**config.mk**
```make
export PLATFORM = sky130hd
export DESIGN_NAME = sv39_page_table_walker
export DESIGN_NICKNAME = d
export VERILOG_FILES = /design/src/rtl/core/sv39ptw_pkg.sv /design/src/rtl/core/sv39_page_table_walker.sv
export SDC_FILE = /design/constraint.sdc
export NUM_CORES = 1
export LEC_CHECK = 0
export BUFFER_PORTS_ARGS = -buffer_cell sky130_fd_sc_hd__buf_2
export CAP_MARGIN = 5
export CORE_ASPECT_RATIO = 0.8
export CORE_MARGIN = 1.5
export CORE_UTILIZATION = 50
export DETAILED_ROUTE_END_ITERATION = 16
export GPL_ROUTABILITY_DRIVEN = 0
export PLACE_DENSITY = 0.79
export RECOVER_POWER = 50
export SYNTH_ARGS = -nofsm -noshare
export SYNTH_HDL_FRONTEND = slang
export SYNTH_SLANG_ARGS = --single-unit
```
**constraint.sdc**
```tcl
create_clock -name clk -period 5.3 [get_ports clk]
set_clock_uncertainty 0.05 [all_clocks]
set_input_delay 1.06 -clock clk [delete_from_list [all_inputs] [get_ports clk]]
set_output_delay 1.06 -clock clk [all_outputs]
set_load 0.01 [all_outputs]
```
**src/rtl/core/sv39ptw_pkg.sv**
```systemverilog
// sv39ptw_pkg: shared types and constants for the sv39 page table walker
// no dependencies; imported by sv39_page_table_walker
`timescale 1ns / 1ps

package sv39ptw_pkg;

  // field widths
  localparam int unsigned VA_W    = 39;
  localparam int unsigned PTE_W   = 64;
  localparam int unsigned ADDR_W  = 56;
  localparam int unsigned PPN_W   = 44;
  localparam int unsigned MODE_W  = 4;
  localparam int unsigned VPN_W   = 9;
  localparam int unsigned LEVEL_W = 2;
  localparam int unsigned CFG_IDX_W  = 2;
  localparam int unsigned CFG_DATA_W = 44;

  // satp mode code for sv39
  localparam logic [MODE_W-1:0] MODE_SV39 = 4'd8;

  // configuration register indexes
  localparam logic [CFG_IDX_W-1:0] CFG_MODE = 2'd0;
  localparam logic [CFG_IDX_W-1:0] CFG_ROOT = 2'd1;

  // input action codes
  localparam logic ACT_REQUEST  = 1'b0;
  localparam logic ACT_RESPONSE = 1'b1;

  // walk levels
  localparam logic [LEVEL_W-1:0] LEVEL_TOP = 2'd2;
  localparam logic [LEVEL_W-1:0] LEVEL_MID = 2'd1;
  localparam logic [LEVEL_W-1:0] LEVEL_LOW = 2'd0;

  // result kind codes
  typedef enum logic [1:0] {
    KIND_READ  = 2'd0,
    KIND_DONE  = 2'd1,
    KIND_FAULT = 2'd2
  } kind_t;

  // fault codes
  typedef enum logic [2:0] {
    FAULT_NONE       = 3'd0,
    FAULT_MODE       = 3'd1,
    FAULT_INVALID    = 3'd2,
    FAULT_ZERO_TABLE = 3'd3,
    FAULT_NO_LEAF    = 3'd4
  } fault_t;

endpackage

```
**src/rtl/core/sv39_page_table_walker.sv**
```systemverilog
// sv39_page_table_walker: three-level sv39 walk, one item per cycle while in_ready is high
// depends on sv39ptw_pkg for widths, result kinds and fault codes
// The result of an accepted item, if it yields one, is registered in the output register.
// Throughput: one item per cycle unless the output stalls; each entry is decoded
// by shifts and masks only; the walk state and result register update on acceptance.
// in_ready stays high while the output register is empty or being taken.
// Reset (synchronous, active low) clears the walk state, both config
// registers and the output valid; no clearing pass is needed.
`timescale 1ns / 1ps

module sv39_page_table_walker (
  input  logic                                   clk,
  input  logic                                   rst_n,
  // configuration write channel
  input  logic                                   cfg_valid,
  output logic                                   cfg_ready,
  input  logic [sv39ptw_pkg::CFG_IDX_W-1:0]      cfg_index,
  input  logic [sv39ptw_pkg::CFG_DATA_W-1:0]     cfg_data,
  // input channel
  input  logic                                   in_valid,
  output logic                                   in_ready,
  input  logic                                   in_action,
  input  logic [sv39ptw_pkg::VA_W-1:0]           in_virtual_address,
  input  logic [sv39ptw_pkg::PTE_W-1:0]          in_entry_data,
  // result channel
  output logic                                   out_valid,
  input  logic                                   out_ready,
  output logic [1:0]                             out_result_kind,
  output logic [sv39ptw_pkg::ADDR_W-1:0]         out_address,
  output logic [2:0]                             out_fault_code
);

  import sv39ptw_pkg::*;

  // configuration registers
  logic [MODE_W-1:0]  mode_r;
  logic [PPN_W-1:0]   root_r;

  // walk state
  logic               busy_r, busy_nxt;
  logic [LEVEL_W-1:0] level_r, level_nxt;
  logic [VA_W-1:0]    pend_r, pend_nxt;

  // output register
  logic               out_valid_r;
  kind_t              out_kind_r;
  logic [ADDR_W-1:0]  out_addr_r;
  fault_t             out_fault_r;

  // result of the item being accepted
  logic               res_emit;
  kind_t              res_kind;
  logic [ADDR_W-1:0]  res_addr;
  fault_t             res_fault;

  logic               in_fire;
  logic               pte_valid, pte_leaf;
  logic [PPN_W-1:0]   next_page;
  logic [PPN_W-1:0]   req_page;
  logic [LEVEL_W-1:0] req_level;
  logic [VA_W-1:0]    req_va;
  logic [VPN_W-1:0]   req_vpn;
  logic [ADDR_W-1:0]  req_addr;
  logic [ADDR_W-1:0]  leaf_pa;

  // handshakes
  assign cfg_ready = 1'b1;
  assign in_ready  = !out_valid_r || out_ready;
  assign in_fire   = in_valid && in_ready;

  // entry decode
  assign pte_valid = in_entry_data[0];
  assign pte_leaf  = pte_valid && (in_entry_data[1] || in_entry_data[3]);
  assign next_page = in_entry_data[53:10];

  // translated address of a leaf at the current level
  always_comb begin
    unique case (level_r)
      LEVEL_TOP: leaf_pa = {in_entry_data[53:28], pend_r[29:0]};
      LEVEL_MID: leaf_pa = {in_entry_data[53:19], pend_r[20:0]};
      default:   leaf_pa = {in_entry_data[53:10], pend_r[11:0]};
    endcase
  end

  // entry read address: table page plus eight times the vpn of the level
  always_comb begin
    unique case (req_level)
      LEVEL_TOP: req_vpn = req_va[38:30];
      LEVEL_MID: req_vpn = req_va[29:21];
      default:   req_vpn = req_va[20:12];
    endcase
  end
  assign req_addr = {req_page, req_vpn, 3'b000};

  // walk step
  always_comb begin
    busy_nxt  = busy_r;
    level_nxt = level_r;
    pend_nxt  = pend_r;
    res_emit  = 1'b0;
    res_kind  = KIND_READ;
    res_addr  = '0;
    res_fault = FAULT_NONE;
    req_page  = root_r;
    req_level = LEVEL_TOP;
    req_va    = in_virtual_address;
    if (in_action == ACT_REQUEST) begin
      // new request abandons any walk in progress
      pend_nxt  = in_virtual_address;
      level_nxt = LEVEL_TOP;
      busy_nxt  = 1'b0;
      res_emit  = 1'b1;
      priority if (mode_r != MODE_SV39) begin
        res_kind  = KIND_FAULT;
        res_fault = FAULT_MODE;
      end else if (root_r == '0) begin
        res_kind  = KIND_FAULT;
        res_fault = FAULT_ZERO_TABLE;
      end else begin
        busy_nxt = 1'b1;
        res_addr = req_addr;
      end
    end else if (busy_r) begin
      // response to an outstanding read
      res_emit  = 1'b1;
      busy_nxt  = 1'b0;
      req_page  = next_page;
      req_level = level_r - 2'd1;
      req_va    = pend_r;
      priority if (pte_leaf) begin
        res_kind = KIND_DONE;
        res_addr = leaf_pa;
      end else if (!pte_valid) begin
        res_kind  = KIND_FAULT;
        res_fault = FAULT_INVALID;
      end else if (level_r == LEVEL_LOW) begin
        res_kind  = KIND_FAULT;
        res_fault = FAULT_NO_LEAF;
      end else if (next_page == '0) begin
        res_kind  = KIND_FAULT;
        res_fault = FAULT_ZERO_TABLE;
      end else begin
        busy_nxt  = 1'b1;
        level_nxt = level_r - 2'd1;
        res_addr  = req_addr;
      end
    end
  end

  // configuration, walk state and output register
  always_ff @(posedge clk) begin
    if (!rst_n) begin
      mode_r      <= '0;
      root_r      <= '0;
      busy_r      <= 1'b0;
      level_r     <= '0;
      pend_r      <= '0;
      out_valid_r <= 1'b0;
    end else begin
      if (cfg_valid && cfg_ready) begin
        if (cfg_index == CFG_MODE) begin
          mode_r <= cfg_data[MODE_W-1:0];
        end else if (cfg_index == CFG_ROOT) begin
          root_r <= cfg_data[PPN_W-1:0];
        end
      end
      if (in_fire) begin
        busy_r  <= busy_nxt;
        level_r <= level_nxt;
        pend_r  <= pend_nxt;
      end
      if (in_fire && res_emit) begin
        out_valid_r <= 1'b1;
      end else if (out_ready) begin
        out_valid_r <= 1'b0;
      end
    end
  end

  // result payload, no reset needed
  always_ff @(posedge clk) begin
    if (in_fire && res_emit) begin
      out_kind_r  <= res_kind;
      out_addr_r  <= res_addr;
      out_fault_r <= res_fault;
    end
  end

  assign out_valid       = out_valid_r;
  assign out_result_kind = out_kind_r;
  assign out_address     = out_addr_r;
  assign out_fault_code  = out_fault_r;

`ifndef SYNTH
  // a fault result carries a zero address
  a_fault_addr_zero: assert property (@(posedge clk) disable iff (!rst_n)
    (out_valid_r && out_kind_r == KIND_FAULT) |-> (out_addr_r == '0))
    else $error("fault result with nonzero address");

  // read and done results carry no fault code
  a_ok_no_fault: assert property (@(posedge clk) disable iff (!rst_n)
    (out_valid_r && out_kind_r != KIND_FAULT) |-> (out_fault_r == FAULT_NONE))
    else $error("non-fault result with fault code");

  // issuing a read leaves the walker busy
  a_read_busy: assert property (@(posedge clk) disable iff (!rst_n)
    (in_fire && res_emit && res_kind == KIND_READ) |=> busy_r)
    else $error("read issued but walker idle");

  // a response while idle into a drained output produces no result
  a_idle_resp_silent: assert property (@(posedge clk) disable iff (!rst_n)
    (in_fire && in_action == ACT_RESPONSE && !busy_r && !out_valid_r) |=> !out_valid_r)
    else $error("result from response while idle");

  // the walk level never leaves the three sv39 levels
  a_level_range: assert property (@(posedge clk) disable iff (!rst_n)
    busy_r |-> (level_r == LEVEL_TOP || level_r == LEVEL_MID || level_r == LEVEL_LOW))
    else $error("walk level out of range");
`endif

endmodule
```
# [After elaboration in Yosys (flattened, before gate mapping)]
# Index checks and enable logic that the tools add are counted.
[classes] add_sub_neg=1 eq_ne=11 n_mux=48 bitwise=2 n_reduce_logical=15
[ops] cell="$mux 56" count=8
[ops] cell="$logic_not 44->1" count=2
[ops] cell="$pmux 30 s2" count=1
[ops] cell="$mux 44" count=1
[ops] cell="$mux 39" count=1
[ops] cell="$mux 2" count=19
[ops] cell="$pmux 9 s2" count=1
[ops] cell="$mux 3" count=5
[ops] cell="$mux 1" count=12
[ops] cell="$eq 2x1->1 const B" count=3
[ops] cell="$ne 2x2->1 const B" count=3
[ops] cell="$reduce_and 6->1" count=1
[ops] cell="$eq 2x2->1 const B" count=2
[ops] cell="$logic_not 2->1" count=2
[ops] cell="$ne 2x1->1 const B" count=2
[ops] cell="$ne 4x4->1 const B" count=1
[ops] cell="$reduce_and 2->1" count=2
[ops] cell="$logic_and 1x1->1" count=3
[ops] cell="$reduce_and 3->1" count=1
[ops] cell="$logic_or 1x1->1" count=2
[ops] cell="$not 1->1" count=2
[ops] cell="$reduce_bool 2->1" count=1
[ops] cell="$sub 2x1->2 const B" count=1
[ops] cell="$logic_not 1->1" count=1
[word_totals] reg_bits=152 inputBits=155 wordCells=87

# [Longest topological paths before layout]
# Gate-level depths: netlist (run 1).
[depth] word_depth=11 depth_mapped=11 depth_no_buf=9

# [Worst setup path before layout (run 1)]
# Ideal clock, no wire load.
[synth_path] path_kind="input to register" from="input in_action" to="register out_addr_r[0] (netlist: out_address[0]), enable pin" setup_ns=0.487 t_arrival_ns=4.140 required_ns=4.763 setup_slack_ns=0.623 stages=4 path_buffers=1 cell_sequence="clkbuf_1 > inv_1 > o21ai_0 > nor2b_1"
[synth_between] elab_chain_len=2
[synth_rtl] item="start, declared" line="sv39_page_table_walker.sv:22" source="input logic in_action,"
[synth_rtl] item="$mux 1" line="sv39_page_table_walker.sv:107" source="if (in_action == ACT_REQUEST) begin"
[synth_rtl] item="$logic_and 1x1->1" line="sv39_page_table_walker.sv:182" source="if (in_fire && res_emit) begin"
[synth_rtl] item="end signal, assigned" line="sv39_page_table_walker.sv:184" source="out_addr_r <= res_addr;"
[synth_rtl] item="end, declared" line="sv39_page_table_walker.sv:47" source="logic [ADDR_W-1:0] out_addr_r;"
# Every way passes these cells.
# A chain may end at the register's enable or synchronous reset.

# [Worst setup path after layout (run 1)]
[layout_path] from="input in_action" to="register out_addr_r[30] (netlist: out_address[30]), data pin"
[layout_between] elab_chain_len=7
[layout_rtl] item="$mux 44" line="sv39_page_table_walker.sv:107"
[layout_rtl] item="$mux 56" line="sv39_page_table_walker.sv:139" source="end else if (next_page == '0) begin"
[layout_rtl] item="$mux 56" line="sv39_page_table_walker.sv:136" source="end else if (level_r == LEVEL_LOW) begin"
[layout_rtl] item="$mux 56" line="sv39_page_table_walker.sv:133" source="end else if (!pte_valid) begin"
[layout_rtl] item="$mux 56" line="sv39_page_table_walker.sv:130" source="priority if (pte_leaf) begin"
[layout_rtl] item="$mux 56" line="sv39_page_table_walker.sv:123" source="end else if (busy_r) begin"
[layout_rtl] item="$mux 56 (*)" line="sv39_page_table_walker.sv:107"
[layout_rtl] item="via res_addr[30]" line="sv39_page_table_walker.sv:53" source="logic [ADDR_W-1:0] res_addr;"
# Mark *: on every way through the listed nets, which the timed path passes. The rest lies on a longest branch.

==> results.cfg, run 1 <==
[global_route]
overflow = 0
grt_max_degree = 54
grt_pass1_vias = 5678
antenna_found_initial = 0
grt_pass1_wl_um = 29800
grt_usage = 0.268

[sta]
finalSetupViolCount = 0
slew_headroom = -0.284
fmax_ghz = 0.250
tightest_slew_ps = 1930
rsz0062_at_grt = false
slew_viol_final = 181
min_period_over_period = 0.755
fin_setup_tns_ps = 0
period_needed_ps = 4000
hold_viol = 0

[worst_setup_path]
crit_slowest_cell = clkbuf_1
path_buf_inv = 2
start_kind = primary input
timing.rr.start = level_r[0]
max_stage_delay_ps = 1000
crit_family = buffers and inverters
required_ps = 5530
critPathCaptureType = flop
path_cells = clkbuf_1 -> nand3_1 -> or2_2 -> inv_1 -> a21o_1 -> a22o_1
startpoint = in_action
path_class = in2reg
crit_fanout = 26
cp_data_arrival_time_ps = 4230

[yosys]
yosys_register_bits = 152
synth_area_um2 = 6940
yosysUniqueCellTypes = 40
syn_nets = 871
synthArstFlopShare = 0
synthSimpleGateAreaFrac = 0.162
synth_xor_area_frac = 0
synth_top_family_by_area = compound AO/OA/AOI/OAI gates
syn-mean-instance-area_um2 = 9.77
synth-adder-area-share = 0.00901
synth-edff-count = 61
synth_top_flop_cell = dfxtp_1
synthCells = 711
yosys_warnings = 0
synth_mux_area_frac = 0.0737
ys_seq_area_frac = 0.526
synth_compound_area_frac = 0.190

[cts]
cts.htree.levels = 4
postCtsSetupBuffers = 0
ctsHoldBuffers = 0
cts_tree = yes
clkTransAtPathRegs_ps = 60
insertion_delay_ps = 420
numClockSinks = 152
cts_buffers = 17
cts_buffer_depth = 2
cts.repair.resized = 0
root_buffer = clkbuf_16

[route]
drc = 0
routedWlPerCell_um = 17.8
drt-total-wl_um = 19300
drtPass1Iterations = 5
dr.first_iter.drc_count = 467
via_per_inst = 5.61
ant_nets = 0
vias = 6057

[hold_path]
hp-class = reg2reg
hp-start = pend_r[2]

[layout]
multi_input_comb_area_um2 = 3030
drive_above_1_share = 0.206
fin_nets = 1046
final_cells = 1079
seq_area_um2 = 3650
antenna_cells = 0
fillers = 1202
mostFrequentLayoutCells = nand2_1, buf_2, dfxtp_1, a21boi_0, clkbuf_1
fin_area_um2 = 8530
area_growth_pct = 22.8
final_common_cell = nand2_1

[power_and_ir_drop]
leakage_nw = 3.29
p_per_area_nw_per_um2 = 331
p_total_w = 0.00283
peakVddDrop_mv = 0.209

[placement]
port-buffer-count = 200
placed_area_um2 = 8010
numPlacedInstances = 1047
hpwl_um = 13500

[floorplanning]
ios = 219
die_h_um = 108
core_area_um2 = 13600
die_x_um = 135
start_util = 0.512
fp.dieArea_um2 = 14600
core.rowCount = 38

[flow_run]
max-cap-violations = 4

[run_status]
status = complete, but fails checks
violations = max-capacitance violations, max-slew violations
-- cell families after synthesis --
logic type | Yosys count
multiplexers | 50
buffers and inverters | 61
other | 1
flip-flops | 152
AND/OR/NAND/NOR | 256
AO/OA/AOI/OAI | 186
adder cells (fa/ha/maj) | 5
-- synthesized netlist by cell type (all sizes together), types with 8 or more instances --
cell type	number	area (um^2)
mux2	9	101
mux2i	41	410
nand2	183	687
nand3	9	45.0
buf	16	98.8
nor4	23	144
a22oi	9	67.6
a21boi	84	631
a21oi	21	109
inv	8	30.0
dfxtp	91	1820
o22ai	27	169
a22o	26	228
nor2b	14	87.6
edfxtp	61	1830
o21ai	13	65.1
clkbuf	37	139
-- final timing paths --
path                     endpoint  slack (ps)  depth (start not counted)
setup / recovery  out_address[30]        1300                          6
hold / removal          pend_r[2]         420                          2
setup reg to reg   out_address[9]        2340                          8
hold reg to reg         pend_r[2]         420                          2
-- worst register-to-register path, delay by kind of cell (launching register included) --
kind	cells	cell delay, ps
AND/OR/NAND/NOR	2	540
flip-flops	1	360
AO/OA/AOI/OAI	3	530
buffers and inverters	1	100
adder cells (fa/ha/maj)	2	1120
-- cell type report --
cell class | count | area share
sequential | 152 | 0.428
multi-input combinational | 498 | 0.356
timing repair buffer | 209 | 0.114
clock buffer | 18 | 0.0515
tap | 180 | 0.0264
clock inverter | 14 | 0.0202
inverter | 8 | 0.00352
-- report_power, final --
part	total (W)	switching (W)	internal (W)
logic	0.000285	0.000169	0.000117
registers	0.00130	0.0000291	0.00127
clock network	0.00125	0.000488	0.000757
-- routing by layer --
| layer | share of wire | wire length (um) | GRT usage |
|---|---|---|---|
| met4 | 0.014 | 274 | 0.0745 |
| met2 | 0.46 | 8790 | 0.429 |
| met3 | 0.075 | 1450 | 0.0595 |
| met5 | 0 | 0 | 0 |
| met1 | 0.45 | 8750 | 0.367 |
-- flip-flops by register name, summed over array words and instances (netlist names) --
register         flops
root_r              44
out_address         56
level_r              2
mode_r               4
busy_r               1
pend_r              39
out_fault_code       3
out_valid            1
out_result_kind      2
-- through the flow --
stage | worst slack (ps) | utilization | hold slack (ps)
after global routing | 1010 | 0.629 | 446
after floorplan | 623 | - | 389
after CTS | 1940 | 0.636 | 414
final | 1300 | 0.629 | 415
after global placement | 1590 | 0.591 | 399
after detailed placement | 1520 | 0.591 | 405
Power figures use the tool's default switching activity.
==> run 2, diff against run 1 <==
- CORE_UTILIZATION: 50 -> 46
- PLACE_DENSITY: 0.79 -> 0.77
- clock period: 5.3 -> 3.3 ns (I/O delays scaled with it)
==> run 2 against run 1 <==
Net effect:
- the flow still finishes with violations (max-capacitance violations, max-slew violations)
- hold slack lost 3.4 ps
- power grew 52%
- final cell count grew 0.65%
- first-iteration DRC count shrank 22%
- clock power grew 39%
- die area grew 8.5%
- worst setup slack lost 810 ps
- flip-flop and latch count is the same
- via count shrank 0.40%
- critical path depth grew 1
- global-route usage shrank 1.8 points
- register-to-register slack lost 1700 ps
==> results.cfg, run 2 (synthesis results as in run 1) <==
[sta]
min_period_over_period = 0.853
hold_slack_ps = 412
setup_ws_ps = 485
finalSetupViolCount = 0
hold_viol = 0
rsz0062_at_grt = false
slew_headroom = -0.333
tightest_slew_ps = 2000
fmax_ghz = 0.355
period_needed_ps = 2810
slew_viol_final = 45
fin_setup_tns_ps = 0

[placement]
numPlacedInstances = 1054
port-buffer-count = 200
post-place-ws_ps = 392
hpwl_um = 14000

[layout]
drive_above_1_share = 0.205
final_cells = 1086
final_common_cell = nand2_1
fin_nets = 1049
antenna_cells = 0
largest_reg_flops = 56
area_growth_pct = 22.5
mostFrequentLayoutCells = nand2_1, buf_2, dfxtp_1, a21boi_0, clkbuf_1
fillers = 1298

[power_and_ir_drop]
leakage_nw = 3.28
p_sw_w = 0.00106
p_int_w = 0.00323
p_comb_frac = 0.109
seqPwrFrac = 0.485
p_per_area_nw_per_um2 = 505
sw_frac_of_total = 0.247
peakVddDrop_mv = 0.336
p_clk_frac = 0.406

[route]
drc = 0
drtPass1Iterations = 5
dr.first_iter.drc_count = 362
drt-total-wl_um = 19500
via_per_inst = 5.56
routedWlPerCell_um = 18.0
vias = 6033
ant_nets = 0

[cts]
root_buffer = clkbuf_16
insertion_delay_ps = 420
clkTransAtPathRegs_ps = 60
numClockSinks = 152
cts_buffer_depth = 2
cts_buffers = 17
cts_tree = yes
postCtsSetupBuffers = 0
cts.htree.levels = 4
ctsHoldBuffers = 0
cts.repair.resized = 0

[floorplanning]
die_x_um = 140
start_util = 0.479
die_h_um = 113
fp.dieArea_um2 = 15800
core_area_um2 = 14500
ios = 219
core.rowCount = 39

[worst_setup_path]
required_ps = 3410
path_class = in2reg
critPathCaptureType = flop
crit_fanout = 11
reg2reg_depth = 8
cp_data_arrival_time_ps = 2930
start_kind = primary input

[hold_path]
holdPathStages = 2
hp-class = reg2reg

[global_route]
grt_max_degree = 49
grt_pass1_vias = 5634
antenna_found_initial = 0
grt_pass1_wl_um = 30100
overflow = 0
grt_usage = 0.249

[flow_run]
max-cap-violations = 1

[run_status]
status = complete, but fails checks
violations = max-capacitance violations, max-slew violations
[run 2: layout make-up]
cell class	count	area [um^2]	share of cell area
Clock inverter	10	52.6	0.00618
Tap cell	184	230	0.0271
Multi-Input combinational cell	498	3030	0.356
Sequential cell	152	3650	0.430
Inverter	8	30.0	0.00353
Clock buffer	22	474	0.0558
Timing Repair Buffer	212	1040	0.122
[run 2: power by group through the flow]
stage,logic (W),registers (W),clock network (W)
after detailed placement,0.000474,0.00212,0
after global placement,0.000467,0.00212,0
final,0.000467,0.00208,0.00174
after global routing,0.000512,0.00209,0.00185
after floorplan,0.000237,0.00213,0
after CTS,0.000476,0.00208,0.00177
[run 2: path summary, 6_finish.rpt]
check	slack, ps	endpoint	startpoint
worst max-delay path	490	out_address[9]	in_action
worst min-delay path	410	pend_r[34]	pend_r[34]
worst max register to register	650	out_address[9]	level_r[1]
worst min register to register	410	pend_r[34]	pend_r[34]
[run 2: critical path: stages]
cell      delay, ps
clkbuf_1        550
nand3_1         220
ha_1            550
nand2b_1        360
o22ai_1         180
a21oi_1         280
o21ai_0         110
[run 2: through the flow]
stage | power, W | util | area, um^2
floorplan | 0.00237 | - | 6950
global placement | 0.00258 | 0.557 | 8080
detailed placement | 0.00259 | 0.557 | 8080
CTS | 0.00432 | 0.594 | 8600
global route | 0.00445 | 0.587 | 8510
finish | 0.00429 | 0.587 | 8510
[run 2: layer usage]
metal	up-vias	GRT usage	part of all wire
met3	10	0.0631	0.086
met1	2870	0.362	0.46
met2	255	0.374	0.44
met4	0	0.0582	0.0069
li1	2898	-	-
met5	-	0	0
==> run 3, diff against run 2 <==
- PLACE_DENSITY: 0.77 -> unset
- PLACE_DENSITY_LB_ADDON: unset -> 0.1
==> run 3 against run 2 <==
Net effect:
- the run still ends with max-capacitance violations, max-slew violations left
- sequential share of layout area is 0.53 points lower
- sequential power hardly changed
- final area up 1.3%
- maximum frequency shrank 1.1%
- count of clock-buffer cells in the layout decreased by 2
- non-clock buffer count up 4
- critical path type unchanged
- die area did not move
==> results.cfg, run 3 (synthesis results as in run 1) <==
[floorplanning]
core_area_um2 = 14500
start_util = 0.479
die_x_um = 140
core.rowCount = 39
ios = 219
die_h_um = 113
fp.dieArea_um2 = 15800

[power_and_ir_drop]
p_total_w = 0.00459
peakVddDrop_mv = 0.418
p_per_area_nw_per_um2 = 533
leakage_nw = 3.33

[route]
dr.first_iter.drc_count = 440
wl_met2_um = 8680
vias = 6021
drc = 0
drtPass1Iterations = 4
drt-total-wl_um = 19800
ant_nets = 0
wl_met3_um = 1610
highest_layer = met5
drt-met1-wl_um = 9220
via_per_inst = 5.52
routedWlPerCell_um = 18.1

[cts]
clkTransAtPathRegs_ps = 60
root_buffer = clkbuf_16
cts.repair.resized = 0
ctsHoldBuffers = 0
numClockSinks = 152
cts.htree.levels = 4
cts_tree = yes
cts_buffers = 17
postCtsSetupBuffers = 0
cts_buffer_depth = 2
insertion_delay_ps = 420

[hold_path]
holdPathStages = 2
hp-start = pend_r[35]
hp-class = reg2reg
hold_end = pend_r[35]

[sta]
rsz0062_at_grt = false
min_period_over_period = 0.863
tightest_slew_ps = 1990
fin_setup_tns_ps = 0
hold_viol = 0
slew_headroom = -0.325
finalSetupViolCount = 0
fmax_ghz = 0.351
period_needed_ps = 2850
slew_viol_final = 45

[layout]
fillers = 1303
fin_nets = 1053
area_growth_pct = 24.0
final_common_cell = nand2_1
fin_util = 0.594
mostFrequentLayoutCells = nand2_1, buf_2, dfxtp_1, a21boi_0, clkbuf_1
largest_reg_flops = 56
fin_area_um2 = 8610
drive_above_1_share = 0.209

[global_route]
grt_pass1_wl_um = 30500
grt_pass1_vias = 5824
antenna_found_initial = 2
grt_max_degree = 47
overflow = 0
grt_usage = 0.252

[worst_setup_path]
required_ps = 3420
ff2ff_setup_slack_ps = 510
reg2reg_depth = 5
crit_fanout = 26
timing.rr.start = busy_r
cp_data_arrival_time_ps = 2970
path_class = in2reg
start_kind = primary input
r2r-end = out_address[55]
critPathCaptureType = flop

[flow_run]
max-cap-violations = 1

[placement]
placed_area_um2 = 8080
hpwl_um = 14400
port-buffer-count = 200

[run_status]
violations = max-capacitance violations, max-slew violations
status = complete, but fails checks
==> run 3: how the worst max path moves through the flow <==
stage               slack (ps)  cells past startpoint              start              end
finish                     450                      6          in_action  out_address[55]
global route               340                      6          in_action  out_address[38]
CTS                        640                      7         level_r[0]  out_address[33]
detailed placement         220                      6  in_entry_data[23]  out_address[33]
global placement           260                      6  in_entry_data[23]  out_address[55]
floorplan                   70                     11          in_action  out_address[11]
==> run 3: worst max-delay path, stage by stage <==
cell and delay [ps]:
clkbuf_1 150, nand3_1 140, or2_0 960, inv_1 150, a21o_1 560, a22o_1 340
==> run 3: where the power goes <==
group          internal (W)  total [W]  switching, W
registers           0.00204    0.00208     0.0000463
clock network       0.00128    0.00204      0.000760
logic              0.000191   0.000466      0.000276
total               0.00351    0.00459       0.00108
==> run 3: metal layers <==
metal / track usage / vias up
met5: 0 / -
met4: 0.0779 / 2
met3: 0.0563 / 23
met2: 0.388 / 244
met1: 0.356 / 2848
li1: - / 2904
==> run 3: area by class of cell <==
| type | instances | area, um^2 | area share |
|---|---|---|---|
| clock buffers | 20 | 447 | 0.0519 |
| well taps | 184 | 230 | 0.0267 |
| multi-input cells | 498 | 3030 | 0.352 |
| flip-flops and latches | 152 | 3650 | 0.424 |
| clock inverters | 12 | 175 | 0.0203 |
| inverters | 8 | 30.0 | 0.00349 |
| repair buffers | 216 | 1040 | 0.121 |
| diodes | 1 | 2.50 | 0.000291 |
==> run 3: metrics by stage <==
stage	worst slack (ps)	std cells	hold WS, ps
2_1_floorplan	74.2	711	389
3_3_place_gp	260	1058	399
3_5_place_dp	225	1058	406
4_1_cts	644	1090	414
5_1_grt	339	1091	432
6_report	453	1091	413
